`config.mk`:
```
export PLATFORM = sky130hd
export DESIGN_NAME = rte_ctrl
export DESIGN_NICKNAME = d
export VERILOG_FILES = /design/src/design/rte_pkg.sv /design/src/design/rte_ctrl.sv
export SDC_FILE = /design/constraint.sdc
export NUM_CORES = 1
export LEC_CHECK = 0
export BUFFER_PORTS_ARGS = -buffer_cell sky130_fd_sc_hd__clkbuf_2
export CAP_MARGIN = 0
export CORE_AREA = 2 2 39 41
export CTS_BUF_LIST = sky130_fd_sc_hd__clkbuf_2
export CTS_CLUSTER_DIAMETER = 30
export DETAILED_ROUTE_END_ITERATION = 8
export DIE_AREA = 0 0 41 43
export GPL_ROUTABILITY_DRIVEN = 1
export SYNTH_ARGS = -nofsm -noshare
export SYNTH_HDL_FRONTEND = slang
export SYNTH_SLANG_ARGS = --single-unit
```
`constraint.sdc`:
```
create_clock -name clk_i -period 2.38 [get_ports clk_i]
set_input_delay 0.595 -clock clk_i [delete_from_list [all_inputs] [get_ports clk_i]]
set_output_delay 0.595 -clock clk_i [all_outputs]
set_load 0.01 [all_outputs]
```
`src/design/rte_pkg.sv`:
```
// ----------------------------------------------------------------------------
// rte_pkg
// Shared types and constants of the route table with expiry.
// ----------------------------------------------------------------------------
`timescale 1ns / 1ps

package rte_pkg;

  localparam int unsigned ADDR_W  = 48;
  localparam int unsigned IFACE_W = 32;
  localparam int unsigned COST_W  = 8;
  localparam int unsigned SEQ_W   = 16;
  localparam int unsigned NOW_W   = 62;
  localparam int unsigned LIFE_W  = 40;
  localparam int unsigned EXP_W   = 63;
  localparam int unsigned STAT_W  = 3;

  localparam logic [LIFE_W-1:0] LIFETIME_RST = 40'd120000000000;

  // request opcodes
  localparam logic OP_ADD    = 1'b0;
  localparam logic OP_LOOKUP = 1'b1;

  // result status codes
  localparam logic [STAT_W-1:0] ST_MISS     = 3'd0;
  localparam logic [STAT_W-1:0] ST_HIT      = 3'd1;
  localparam logic [STAT_W-1:0] ST_EXPIRED  = 3'd2;
  localparam logic [STAT_W-1:0] ST_INSERTED = 3'd3;
  localparam logic [STAT_W-1:0] ST_UPDATED  = 3'd4;
  localparam logic [STAT_W-1:0] ST_FULL     = 3'd5;

  // fields reported when no live entry is returned
  localparam logic [ADDR_W-1:0]  INV_NEXT_HOP = '1;
  localparam logic [IFACE_W-1:0] INV_IFACE    = '1;
  localparam logic [COST_W-1:0]  INV_COST     = '1;
  localparam logic [SEQ_W-1:0]   INV_SEQ      = '0;

  // one stored route (key lives in its own memory)
  typedef struct packed {
    logic [ADDR_W-1:0]  next_hop;
    logic [IFACE_W-1:0] iface;
    logic [COST_W-1:0]  cost;
    logic [SEQ_W-1:0]   seq;
    logic [EXP_W-1:0]   expiry;
  } entry_t;

  // controller -> datapath
  typedef struct packed {
    logic clear_wr;  // clearing pass write at index
    logic capture;   // request accepted, load it and reset scan flags
    logic scan_rd;   // read key memory at index
    logic fetch;     // read route memory at matched slot
    logic commit;    // apply result, write back, load output register
  } cmd_t;

  // datapath -> controller
  typedef struct packed {
    logic slot_free; // output register can take a result this cycle
  } sts_t;

endpackage

```
`src/design/rte_ctrl.sv`:
```
// ----------------------------------------------------------------------------
// rte_ctrl
// Sequencer: clearing pass, key scan, route fetch and commit.
// ----------------------------------------------------------------------------
`timescale 1ns / 1ps

module rte_ctrl #(
  parameter int unsigned TABLE_ENTRIES = 64
) (
  input  logic                 clk_i,
  input  logic                 rst_ni,
  input  logic                 in_valid_i,
  output logic                 in_stall_o,
  input  rte_pkg::sts_t        sts_i,
  output rte_pkg::cmd_t        cmd_o,
  output logic [((TABLE_ENTRIES > 1) ? $clog2(TABLE_ENTRIES) : 1)-1:0] idx_o
);

  localparam int unsigned IDX_W = (TABLE_ENTRIES > 1) ? $clog2(TABLE_ENTRIES) : 1;
  localparam logic [IDX_W-1:0] IDX_LAST = IDX_W'(TABLE_ENTRIES - 1);

  localparam logic [2:0] S_CLEAR  = 3'd0;
  localparam logic [2:0] S_IDLE   = 3'd1;
  localparam logic [2:0] S_SCAN   = 3'd2;
  localparam logic [2:0] S_DRAIN  = 3'd3;
  localparam logic [2:0] S_FETCH  = 3'd4;
  localparam logic [2:0] S_COMMIT = 3'd5;

  logic [2:0]       state_q, state_d;
  logic [IDX_W-1:0] idx_q, idx_d;
  logic             last;

  assign last = (idx_q == IDX_LAST);

  always_comb begin
    state_d = state_q;
    idx_d   = idx_q;
    cmd_o   = '0;
    case (state_q)
      S_CLEAR: begin
        cmd_o.clear_wr = 1'b1;
        if (last) begin
          idx_d   = '0;
          state_d = S_IDLE;
        end else begin
          idx_d = idx_q + IDX_W'(1);
        end
      end
      S_IDLE: begin
        if (in_valid_i) begin
          cmd_o.capture = 1'b1;
          idx_d         = '0;
          state_d       = S_SCAN;
        end
      end
      S_SCAN: begin
        cmd_o.scan_rd = 1'b1;
        if (last) begin
          idx_d   = '0;
          state_d = S_DRAIN;
        end else begin
          idx_d = idx_q + IDX_W'(1);
        end
      end
      S_DRAIN: begin
        state_d = S_FETCH;
      end
      S_FETCH: begin
        cmd_o.fetch = 1'b1;
        state_d     = S_COMMIT;
      end
      S_COMMIT: begin
        if (sts_i.slot_free) begin
          cmd_o.commit = 1'b1;
          state_d      = S_IDLE;
        end
      end
      default: begin
        idx_d   = '0;
        state_d = S_CLEAR;
      end
    endcase
  end

  always_ff @(posedge clk_i or negedge rst_ni) begin
    if (!rst_ni) begin
      state_q <= S_CLEAR;
      idx_q   <= '0;
    end else begin
      state_q <= state_d;
      idx_q   <= idx_d;
    end
  end

  assign in_stall_o = (state_q != S_IDLE);
  assign idx_o      = idx_q;

endmodule

```
[Word level (Yosys, flattened, before mapping)]
Index checks and enable logic that the tools add are counted.
Storage, ports and cells
  register bits after elaboration: 9
  logic and storage cells: 35
  bits of input ports: 4
  output and inout port bits: 12
Cells by class
  reductions and logical operators: 5
  add/sub/neg operators: 1
  bitwise logic cells: 1
  equality and inequality tests: 11
  mux-type cells: 15
Operators by type and width (number)
  one-hot mux 3 bit (6 select lines): 1
  one-hot mux 6 bit (3 select lines): 1
  2-to-1 mux 3 bit: 4
  2-to-1 mux 6 bit: 2
  inequality test 2 bit (second input constant): 4
  2-to-1 mux 1 bit: 7
  adder 6 x 1 -> 6 bit (second input constant): 1
  equality test 3 x 2 -> 1 bit (second input constant): 2
  equality test 3 bit (second input constant): 2
  equality test 6 bit (second input constant): 1
  AND reduction 4 bit: 1
  equality test 3 x 1 -> 1 bit (second input constant): 1
  logical NOT 3 bit: 1
  inequality test 3 x 1 -> 1 bit (second input constant): 1
  OR reduction 3 bit: 1
  AND reduction 2 bit: 1
  OR reduction 2 bit: 1
  NOT 1 bit: 1

[Longest topological paths before layout]
Gate-level depths: netlist of run 1.
  depth in word-level cells: 4
  depth in mapped cells: 4
  gate-level depth less buffers: 4

[Least setup slack after synthesis of run 1]
No wires, ideal clock.
  kind: flip-flop to output port
  start: register state_q[0]
  end: output cmd_o[4] (netlist bit)
  buffers on the path: 1
  slack: 0.891 ns
  arrival: 0.894 ns
  cell stages (with the launch flop): 4
  path through: dfrtp_1 buf_6 or2_4 nor2_1
RTL lines
  start, declared: RTL line rte_ctrl.sv:29  | logic [2:0] state_q, state_d;
  start signal, assigned: RTL line rte_ctrl.sv:90  | state_q <= state_d;
  end, declared: RTL line rte_ctrl.sv:15  | output rte_pkg::cmd_t cmd_o,

==> impl.org, run 1 <==
** Global routing
- The first global-routing pass estimated 1770 um of wire.
- The via count of the first global-routing pass is 426.
- Antenna violations before repair :: 0
- Across every metal layer, demand over resource in global routing totals 0.151.
- Total overflow reported by the global router :: 0
- Entering global routing, the biggest net connects 11 pins.

** Synthesis
- Synthesized area divided by synthesized cell count :: 9.44 um2
- Yosys printed 0 warnings.
- Of the total synthesized cell area, the portion taken by XOR and XNOR cells is 0.0337.
- Summing every instance area after synthesis gives 519 um2.
- Of the post-synthesis cell area, the dominant cell type holds 0.434.
- Dominant combinational cell family by area after synthesis :: simple AND/OR/NAND/NOR gates
- Post-synthesis cell type with the largest combined area :: sky130_fd_sc_hd__dfrtp_1
- The cell count after synthesis came out at 55.
- Ranking of synthesized cells by area :: sky130_fd_sc_hd__dfrtp_1, sky130_fd_sc_hd__mux2i_1, sky130_fd_sc_hd__nand2b_1
- Measured against the total synthesized area, the mux share comes to 0.0578.
- Yosys mapped the design onto 24 distinct sky130hd cell types.
- The complex-gate fraction of the synthesized area was 0.171.
- Number of synthesized register bits :: 9
- When the netlist entered floorplanning its net count stood at 60.
- The share of the Yosys chip area taken by registers is 0.434.
- Area share of fa/ha/maj cells after synthesis :: 0.0241
- Basic-gate share of the synthesized area counting and, or, nand and nor cells :: 0.229

** Floorplanning
- For this configuration, the core starts out at a cell density of 0.375.
- Placeable core area :: 1380 um2
- Standard-cell row count :: 14
- From left edge to right edge, the die measures 41 um.
- Measured along the y axis, the die boundary spans 43 um.
- Pin placement for this block handled 16 I/O pins.
- The die covers 1760 um2.

** Final layout
- Fill cells in the final layout number 141.
- Antenna diode count :: 0
- Fraction of layout cells with a size suffix above 1 :: 0.278
- The area growth from synthesis to layout is 19.3%.
- The net count of the finished layout is 78.

** Clock network
- Clock tree synthesis found a total of 9 sinks.
- Worst-skew pair later-pin latency :: 240 ps
- TritonCTS built the clock tree.
- Count of hold buffers inserted by post-cts repair :: 0
- TritonCTS buffer count :: 3
- H-tree depth reported by CTS :: 1
- Post-CTS Setup Inserts :: 0
- Resized Gates After CTS :: 0
- Maximum clock path buffer count :: 2
- After clock tree synthesis, the clock-pin slew on the worst setup and hold paths is 100 ps.
- Master cell of the clock root buffer :: sky130_fd_sc_hd__clkbuf_2

** Drt
- Via density per instance :: 5.05
- Across all layers, the routed design uses 444 vias.
- For this block, the initial DRC count from the detailed router was 7.
- The final layout contains routed wiring with a total length of 1030 um.
- Post-route DRC :: 0
- In the final routed layout, each cell accounts on average for 11.7 um.
- Before antenna repair, the detailed router went through 2 iterations.
- In this run the remaining antenna-violating nets after routing total 0.

** STA
- The final max-slew violation count was 0.
- Timing would allow up to 0.544 GHz.
- In the finished design, the share of the clock period the worst path needs comes to 0.772.
- Summed over all failing endpoints, the final setup total negative slack is 0 ps.
- The hold violation count in the final report is 0.
- Counting I/O delays and the setup requirement, the final critical path takes 1840 ps.
- Worst hold slack :: 188 ps
- Setup repair after global routing left no endpoint under its margin.
- Final count of negative-setup-slack endpoints :: 0
- Max-Slew Margin vs Limit :: 0.684
- For the pin with the worst max-slew slack, the measured transition is 469 ps.
- Max Clock Skew :: 13.6 ps

** Placement
- The congestion estimate from routability-driven global placement came to 0.744.
- Count of buffers from port buffering :: 15
- Detailed placement finished with a half-perimeter wire length of 810 um.

** Status
- The run finished with clean final reports.

** Pwr
- Peak VDD IR :: 427 uV
- Static leakage power :: 0.296 nW
- For this design the ratio of total power to cell area is 1250 nW/um2.

** Setup path
- Launching element type of the critical path :: flip-flop
- Data arrival at the endpoint of the critical path :: 1240 ps
- Endpoint kind of the worst setup timing path :: output pin
- For the worst setup path, the data required time is 1780 ps.
- Critical path type :: reg2out
- Maximum net fanout on the critical path :: 8

** Worst hold path
- The path class of the tightest hold or removal check is in2async.

** Job
- Max-cap violations in this run came to 0.
[worst max-delay path: stages (launching register included)]
cell                       delay (ps)
sky130_fd_sc_hd__dfrtp_1          480
sky130_fd_sc_hd__nor2_1           250
sky130_fd_sc_hd__and2_1           160
sky130_fd_sc_hd__clkbuf_2         120
[metal layers]
layer | track usage | routed length, um | vias up
met3 | 0.0471 | 54 | 2
li1 | - | - | 228
met5 | 0 | 0 | -
met2 | 0.216 | 459 | 12
met4 | 0.0800 | 12 | 0
met1 | 0.193 | 504 | 202
[power by group]
group          switching, W  total [W]  internal, W
clock             0.0000520  0.0000967    0.0000447
combinational      0.000195   0.000377     0.000183
sequential        0.0000887   0.000302     0.000213
[cell usage in the layout, fill, tap and decap left out]
master | netlist | final
sky130_fd_sc_hd__a21oi_1 | 2 | 2
sky130_fd_sc_hd__a22o_1 | 2 | 2
sky130_fd_sc_hd__and2_1 | 1 | 1
sky130_fd_sc_hd__clkbuf_2 | 0 | 19
sky130_fd_sc_hd__dfrtp_1 | 9 | 9
sky130_fd_sc_hd__ha_1 | 1 | 1
sky130_fd_sc_hd__inv_1 | 3 | 3
sky130_fd_sc_hd__mux2i_1 | 3 | 3
sky130_fd_sc_hd__nand2_1 | 4 | 4
sky130_fd_sc_hd__nand2b_1 | 4 | 4
sky130_fd_sc_hd__nand3_1 | 3 | 3
sky130_fd_sc_hd__nor2_1 | 6 | 6
sky130_fd_sc_hd__nor2b_1 | 3 | 3
sky130_fd_sc_hd__o21ai_0 | 2 | 2
sky130_fd_sc_hd__o21ai_1 | 1 | 1
sky130_fd_sc_hd__o221a_1 | 1 | 1
sky130_fd_sc_hd__o221ai_1 | 1 | 1
sky130_fd_sc_hd__o2bb2ai_1 | 2 | 2
sky130_fd_sc_hd__o32ai_1 | 1 | 1
sky130_fd_sc_hd__or2_4 | 1 | 1
sky130_fd_sc_hd__or4_1 | 1 | 1
sky130_fd_sc_hd__xnor2_1 | 1 | 1
sky130_fd_sc_hd__xor2_1 | 1 | 1
[stage by stage]
stage,instance area [um2],setup slack [ps],power (W),utilization,instances
3_3_place_gp,599,802,0.000687,0.433,84
4_1_cts,619,530,0.000791,0.448,88
5_1_grt,619,422,0.000857,0.448,88
3_5_place_dp,599,800,0.000689,0.433,84
6_report,619,543,0.000776,0.448,88
2_1_floorplan,519,891,0.000564,-,55
[cell families after synthesis]
logic type | after synthesis
buffers and inverters | 5
AND/OR/NAND/NOR | 23
adder cells (fa/ha/maj) | 1
multiplexers | 3
flip-flops | 9
XOR/XNOR | 2
AO/OA/AOI/OAI | 12
[worst paths after layout]
path | depth (start not counted) | slack [ps] | end | startpoint
max | 3 | 540 | cmd_o[2] | state_q[0]
min | 1 | 190 | idx_o[1] | rst_ni
max reg2reg | 4 | 870 | idx_o[5] | idx_o[0]
min reg2reg | 1 | 560 | idx_o[0] | idx_o[0]
max in group asynchronous | 1 | 1990 | state_q[1] | rst_ni
min in group clk_i | 1 | 560 | idx_o[0] | idx_o[0]
[synth_stat cells, drive strengths merged]
| cell | instances |
|---|---|
| o221ai | 1 |
| a22o | 2 |
| mux2i | 3 |
| buf | 1 |
| a21oi | 2 |
| nand3 | 3 |
| o32ai | 1 |
| or4 | 1 |
| xor2 | 1 |
| nand2 | 4 |
| o2bb2ai | 2 |
| clkbuf | 1 |
| o21ai | 3 |
| xnor2 | 1 |
| nand2b | 4 |
| inv | 3 |
| nor2b | 3 |
| and2 | 1 |
| or2 | 1 |
| dfrtp | 9 |
| o221a | 1 |
| ha | 1 |
| nor2 | 6 |
[sequential cells by signal, indices dropped and copies added, names as in the netlist]
register	cells
idx_o	6
state_q	3
[area by class of cell]
type | count | area (um2) | area share
flip-flops and latches | 9 | 225 | 0.364
multi-input cells | 41 | 268 | 0.432
inverters | 3 | 11.3 | 0.0182
well taps | 16 | 20.0 | 0.0323
clock buffers | 4 | 20.0 | 0.0323
repair buffers | 15 | 75.1 | 0.121
No activity file was read; power rests on OpenSTA's default activity.
==> inputs of run 2 (changes only) <==
==> constraint.sdc (replaced) <==
create_clock -name clk_i -period 1.7 [get_ports clk_i]
set_input_delay 0.425 -clock clk_i [delete_from_list [all_inputs] [get_ports clk_i]]
set_output_delay 0.425 -clock clk_i [all_outputs]
set_load 0.01 [all_outputs]
==> run 2 against run 1 <==
  * Sequential share of layout area down 1.4 points
  * Sequential power grew 41%
  * Utilization up 2.6 points
  * Count of clock-buffer cells in the layout did not move
  * Largest power group unchanged
  * Flip-flop and latch count is the same
  * Highest routed layer unchanged
  * Critical path depth unchanged
  * Clock power grew 43%
  * Total power rose by 50%
  * First-iteration DRC count down 14%
  * Wire length increased by 12%
  * Global-route usage up 0.69 points
==> impl.org, run 2 (synthesis results as in run 1) <==
** Drt
- Via density per instance :: 5.36
- Amount of wire on met3 after detailed routing :: 89 um
- Number of DRC markers after the initial detailed-route iteration :: 6
- The routed design has 1160 um of wire.
- The first detailed-routing pass took 4 iterations.
- Met2 wire length :: 499 um
- The routed layout has 493 vias.
- Top layer used by detailed routing :: met4
- Wire length on met1 :: 535 um
- In the routed design, unresolved DRC markers number 0.
- Average routed wire per standard cell :: 12.6 um
- Number of nets with antenna violations after routing :: 0

** Setup path
- In this design, the stage delay of the slowest critical-path cell is 460 ps.
- STA puts the critical path data arrival time at 1210 ps.
- Cell type of the slowest stage on the worst timing path :: sky130_fd_sc_hd__dfrtp_2
- In this run the critical register-to-register path is captured at idx_o[5].
- The setup check on the worst reg-to-reg path leaves a slack of 290 ps.
- STA classifies the critical path endpoint as an output pin.
- Traced cell by cell, the critical path runs through or2_4 -> nor2_2 -> buf_2.
- The critical path in this run is classified as reg2out.
- Counting cells, the worst reg-to-reg path comes to 3.
- Launching element type of the critical path :: flip-flop
- In this run the critical register-to-register path is launched from state_q[0].
- Along the worst path, the maximum fanout reaches 6.
- STA puts the critical path data required time at 1270 ps.

** Floorplanning
- Standard-cell row count :: 14
- The core region is 1380 um2.
- 16 I/O pins were placed.
- The floorplan step set the die height to 43 um.
- Horizontal extent of the die :: 41 um
- Effective utilization at floorplan :: 0.375
- Area of the die :: 1760 um2

** Clock network
- CTS built an H-tree with a depth of 1.
- The root buffer cell chosen for the clock tree is sky130_fd_sc_hd__clkbuf_2.
- Clock-pin slew was measured on the worst setup and hold paths at 90 ps.
- TritonCTS buffer count :: 3
- In this run the deepest clock path goes through 2 buffers.
- At the later pin of the worst-skew pair, clock insertion delay measures 240 ps.
- Count of hold buffers inserted by post-cts repair :: 0
- Counting every sink on the clock net gives 9.
- CTS tree :: done

** Final layout
- In the layout the commonest cells are sky130_fd_sc_hd__clkbuf_2, sky130_fd_sc_hd__dfrtp_1, sky130_fd_sc_hd__nor2_1.
- Compared with the post-synthesis result, the final layout area differs by 26.3%.
- Antenna diode count :: 0
- Max reg flops :: 6
- Fraction of layout cells with a size suffix above 1 :: 0.368
- Most common library cell in the layout ignoring fill and taps :: sky130_fd_sc_hd__clkbuf_2
- Fin cells :: 92
- Number of nets in the layout :: 82

** STA
- Final count of negative-setup-slack endpoints :: 0
- Worst hold slack :: 15.4 ps
- Unrepaired setup endpoints after global routing :: true
- Headroom to the max-slew limit came out at 0.823.
- Min Tclk post-route :: 1630 ps
- Across the routed clock network, the largest skew measured is 3.51 ps.
- Achievable Freq :: 0.612 GHz
- Least-Margin Pin Slew :: 265 ps
- Number of hold violations in the final report :: 0
- Final worst-path cycle share :: 0.961
- Max-slew violation count :: 0

** Global routing
- The number of antenna violations at the first check in global routing is 0.
- The first global-routing pass estimated 1810 um of wire.
- For this run the aggregate overflow at the end of global routing stands at 0.
- Entering global routing, the biggest net connects 11 pins.
- The via count of the first global-routing pass came to 413.
- In the global route stage, overall resource usage came out at 0.157.

** Placement
- Final weighted congestion of routability-driven global placement :: 0.712
- Count of buffers from port buffering :: 15
- The HPWL after detailed placement is 824 um.
- Counting tap cells, the placed design contains a total of 85 instances.

** Pwr
- Across the VDD grid, the largest voltage drop is 543 uV.
- Dividing total power by cell area gives a power density of 1770 nW/um2.
- Static leakage power :: 0.313 nW

** Job
- Max-capacitance violation count :: 0

** Worst hold path
- The worst hold path belongs to the class in2async.

** Status
- Result of the run :: complete, no violations
==> run 2: cell count changes in the layout (fill, tap and decap cells not counted) <==
cell,delta
sky130_fd_sc_hd__clkbuf_2,-1
sky130_fd_sc_hd__buf_2,+1
sky130_fd_sc_hd__dfrtp_1,-3
sky130_fd_sc_hd__dfrtp_2,+3
sky130_fd_sc_hd__nor2_2,+1
sky130_fd_sc_hd__nor2_1,-1
sky130_fd_sc_hd__buf_4,+4
==> run 2: critical path: cells and delay by family, from the launching register on <==
family / cells / cell delay (ps)
simple gates: 2 / 370
flops: 1 / 460
buf+inv: 1 / 130
==> run 2: worst max-delay path by stage <==
stage / startpoint / endpoint / slack (ps) / cells past startpoint
CTS: state_q[0] / cmd_o[4] / 20 / 3
detailed placement: state_q[0] / idx_o[5] / 270 / 3
finish: state_q[0] / cmd_o[4] / 70 / 3
floorplan: state_q[0] / idx_o[5] / 330 / 4
global route: state_q[1] / cmd_o[1] / -10 / 3
global placement: state_q[0] / cmd_o[4] / 290 / 3
==> run 2: final cells by class <==
class | count | area [um2]
multi-input combinational | 41 | 270
sequential | 9 | 229
timing repair buffer | 19 | 105
tap | 16 | 20.0
fill | 143 | 728
inverter | 3 | 11.3
clock buffer | 4 | 20.0
==> run 2: metal layers <==
layer / vias up / GRT usage
li1: 237 / -
met1: 224 / 0.220
met2: 26 / 0.203
met3: 6 / 0.0471
met4: 0 / 0.100
met5: - / 0
==> run 2: power by group <==
group | switching (W) | leakage (nW) | internal, W
clock network | 0.0000752 | 0.0166 | 0.0000625
logic | 0.000299 | 0.184 | 0.000299
registers | 0.000123 | 0.112 | 0.000303
total | 0.000498 | 0.313 | 0.000665
==> run 2: repair_timing <==
action,in CTS,in global routing
gates cloned,0,0
endpoints found under the setup margin,1,4
buffers inserted,0,3
resized for setup,1,4
==> run 2: per-stage QoR <==
| step | setup TNS [ps] | cell area, um2 | worst slack (ps) | power (W) | utilization |
|---|---|---|---|---|---|
| after CTS | 0 | 628 | 21.9 | 0.00112 | 0.454 |
| final | 0 | 656 | 66.6 | 0.00116 | 0.474 |
| after detailed placement | 0 | 607 | 271 | 0.000981 | 0.439 |
| after global routing | -19.3 | 656 | -10.9 | 0.00127 | 0.474 |
| after global placement | 0 | 607 | 292 | 0.000981 | 0.439 |
| after floorplan | 0 | 519 | 327 | 0.000789 | - |
==> inputs of run 3 (changes only) <==
==> constraint.sdc (replaced) <==
create_clock -name clk_i -period 1.7 [get_ports clk_i]
set_input_delay 0.425 -clock clk_i [delete_from_list [all_inputs] [get_ports clk_i]]
set_output_delay 0.425 -clock clk_i [all_outputs]
set_load 0.05 [all_outputs]
==> run 3 against run 2 <==
  * The flow now finishes with violations (negative setup slack)
  * Final cell count did not move
  * Non-clock buffer count unchanged
  * Clock skew is 0.85 ps higher
  * Flip-flop and latch count is the same
  * Total power is 34% higher
  * Global-route usage hardly changed
  * Utilization grew 3.4 points
  * Via count fell by 6.7%
  * Clock power hardly changed
  * Die area unchanged
  * Count of clock-buffer cells in the layout unchanged
  * Critical endpoint is now cmd_o[2]
  * Largest power group unchanged
==> impl.org, run 3 (synthesis results as in run 1) <==
** Global routing
- For this run the aggregate overflow at the end of global routing stands at 0.
- Wire length of the first global-routing pass :: 1900 um
- The number of antenna violations at the first check in global routing is 0.
- Across every metal layer, demand over resource in global routing totals 0.157.
- Via count of the first global-routing pass :: 449
- Entering global routing, the biggest net connects 10 pins.

** Floorplanning
- Effective utilization at floorplan :: 0.375
- In this run the count of I/O pins placed on the die edge is 16.
- The die is 43 um tall.
- Area of the die :: 1760 um2
- Placeable core area :: 1380 um2
- The floorplan step set the die width to 41 um.
- The floorplan has 14 rows.

** STA
- Dividing the final minimum period by the clock period gives 1.00.
- The final max-slew violation count was 0.
- Between clock sinks in the finished design, the worst skew comes to 4.36 ps.
- At the pin with the least slew margin, the transition time is 277 ps.
- Worst hold slack :: 11.5 ps
- Unrepaired setup endpoints after global routing :: true
- After layout, the minimum clock period comes to 1700 ps.
- Max-Slew Margin vs Limit :: 0.814
- Final TNS setup :: -2.89 ps
- Final worst slack :: -2.89 ps
- Number of hold violations in the final report :: 0
- Achievable Freq :: 0.587 GHz
- Final count of negative-setup-slack endpoints :: 1

** Drt
- Summed over all layers, the routed wires come to 1160 um.
- In the final routed layout, each cell accounts on average for 12.6 um.
- The routed layout has 460 vias.
- Once detail routing completed, the nets flagged for antenna violations numbered 0.
- Post-route DRC :: 0
- In this run, the number of DRC markers left after iteration 0 of detailed routing was 7.
- Before antenna repair, the detailed router went through 4 iterations.
- Via density per instance :: 5.00

** Pwr
- In this run the static leakage power is 0.326 nW.
- Power density over the cells :: 2210 nW/um2
- The worst-case IR drop observed on VDD is 1230 uV.
- Overall power consumption after layout is estimated at 0.00156 W.

** Clock network
- TritonCTS buffer count :: 3
- The clock reaches the later pin of the worst-skew pair after 250 ps.
- Maximum clock path buffer count :: 2
- Clock slew at the register clock pins of the worst setup and hold paths :: 100 ps
- CTS tree :: done
- CTS built an H-tree with a depth of 1.
- Clock sink count :: 9
- Clock tree synthesis selected as its root buffer the cell sky130_fd_sc_hd__clkbuf_2.
- Count of hold buffers inserted by post-cts repair :: 0

** Final layout
- The library cells used most frequently in the layout, excluding fill and tap cells, are sky130_fd_sc_hd__clkbuf_2, sky130_fd_sc_hd__dfrtp_1, sky130_fd_sc_hd__buf_4, sky130_fd_sc_hd__nand2_1.
- Compared with the post-synthesis result, the final layout area differs by 35.4%.
- Max reg flops :: 6
- Utilization after layout :: 0.508
- The repair_antennas step left the layout with diodes totalling 0.
- Fill cells in the final layout number 133.
- The finished cells cover 703 um2.
- In the final layout, the share of cells above drive strength 1 is 0.421.
- Most common library cell in the layout ignoring fill and taps :: sky130_fd_sc_hd__clkbuf_2
- For this run, the post-layout net count is 82.

** Placement
- Dpl cell area :: 619 um2
- Port buffering added 15 buffers.
- At the end of routability-driven placement, the weighted congestion stood at 0.749.
- HPWL after detailed placement :: 843 um

** Setup path
- Tracing the worst setup path back leads to its startpoint at state_q[0].
- Required time at the endpoint of the critical path :: 1270 ps
- STA puts the critical path data arrival time at 1280 ps.
- Maximum net fanout on the critical path :: 6
- The worst register-to-register path begins at state_q[2].
- STA classifies the critical path endpoint as an output pin.
- Critical path type :: reg2out
- Launching element type of the critical path :: flip-flop

** Worst hold path
- The min-delay analysis places its worst path in the category in2async.

** Status
- Failing checks :: negative setup slack
- Result of the run :: finished with violations

** Job
- Max-capacitance violation count :: 0
-- run 3: cell count changes in the layout (fill, tap and decap cells not counted), sizes merged --
| cell | previous run | this run |
|---|---|---|
| clkbuf | 18 | 15 |
| buf | 5 | 8 |
-- run 3: worst paths after layout --
check,end,cells past startpoint,slack [ps]
min in group clk_i,state_q[2],3,510
hold / removal,idx_o[1],1,10
setup / recovery,cmd_o[2],3,-3
setup reg to reg,idx_o[5],3,290
hold reg to reg,idx_o[2],1,550
max in group asynchronous,state_q[0],1,1480
-- run 3: repair_timing --
item,CTS,global route
cloned,0,0
gates resized for setup,9,11
buffers inserted,2,0
endpoints found under the setup margin,6,6
-- run 3: metal layers --
layer	track usage	routed length, um
met1	0.234	565
met2	0.203	489
met3	0.0366	81
met4	0.0800	25
met5	0	0
-- run 3: cell type report --
cell class | count | area [um2] | area share
Clock buffer | 4 | 20.0 | 0.0285
Inverter | 3 | 11.3 | 0.0160
Multi-Input combinational cell | 41 | 293 | 0.416
Sequential cell | 9 | 228 | 0.324
Tap cell | 16 | 20.0 | 0.0285
Timing Repair Buffer | 19 | 131 | 0.187
-- run 3: worst max-delay path: stages, from the launching register on --
cell	delay, ps
sky130_fd_sc_hd__dfrtp_2	470
sky130_fd_sc_hd__nor2_2	190
sky130_fd_sc_hd__and2_1	150
sky130_fd_sc_hd__clkbuf_4	220
-- run 3: power breakdown --
| group | total [W] | internal [W] | switching (W) |
|---|---|---|---|
| clock | 0.000141 | 0.0000625 | 0.0000780 |
| combinational | 0.000992 | 0.000368 | 0.000624 |
| sequential | 0.000423 | 0.000302 | 0.000121 |
-- run 3: metrics by stage --
step | instances | setup slack (ps)
2_1_floorplan | 55 | -105
3_3_place_gp | 86 | 178
3_5_place_dp | 86 | 176
4_1_cts | 92 | 1.78
5_1_grt | 92 | -52.9
6_report | 92 | -2.89
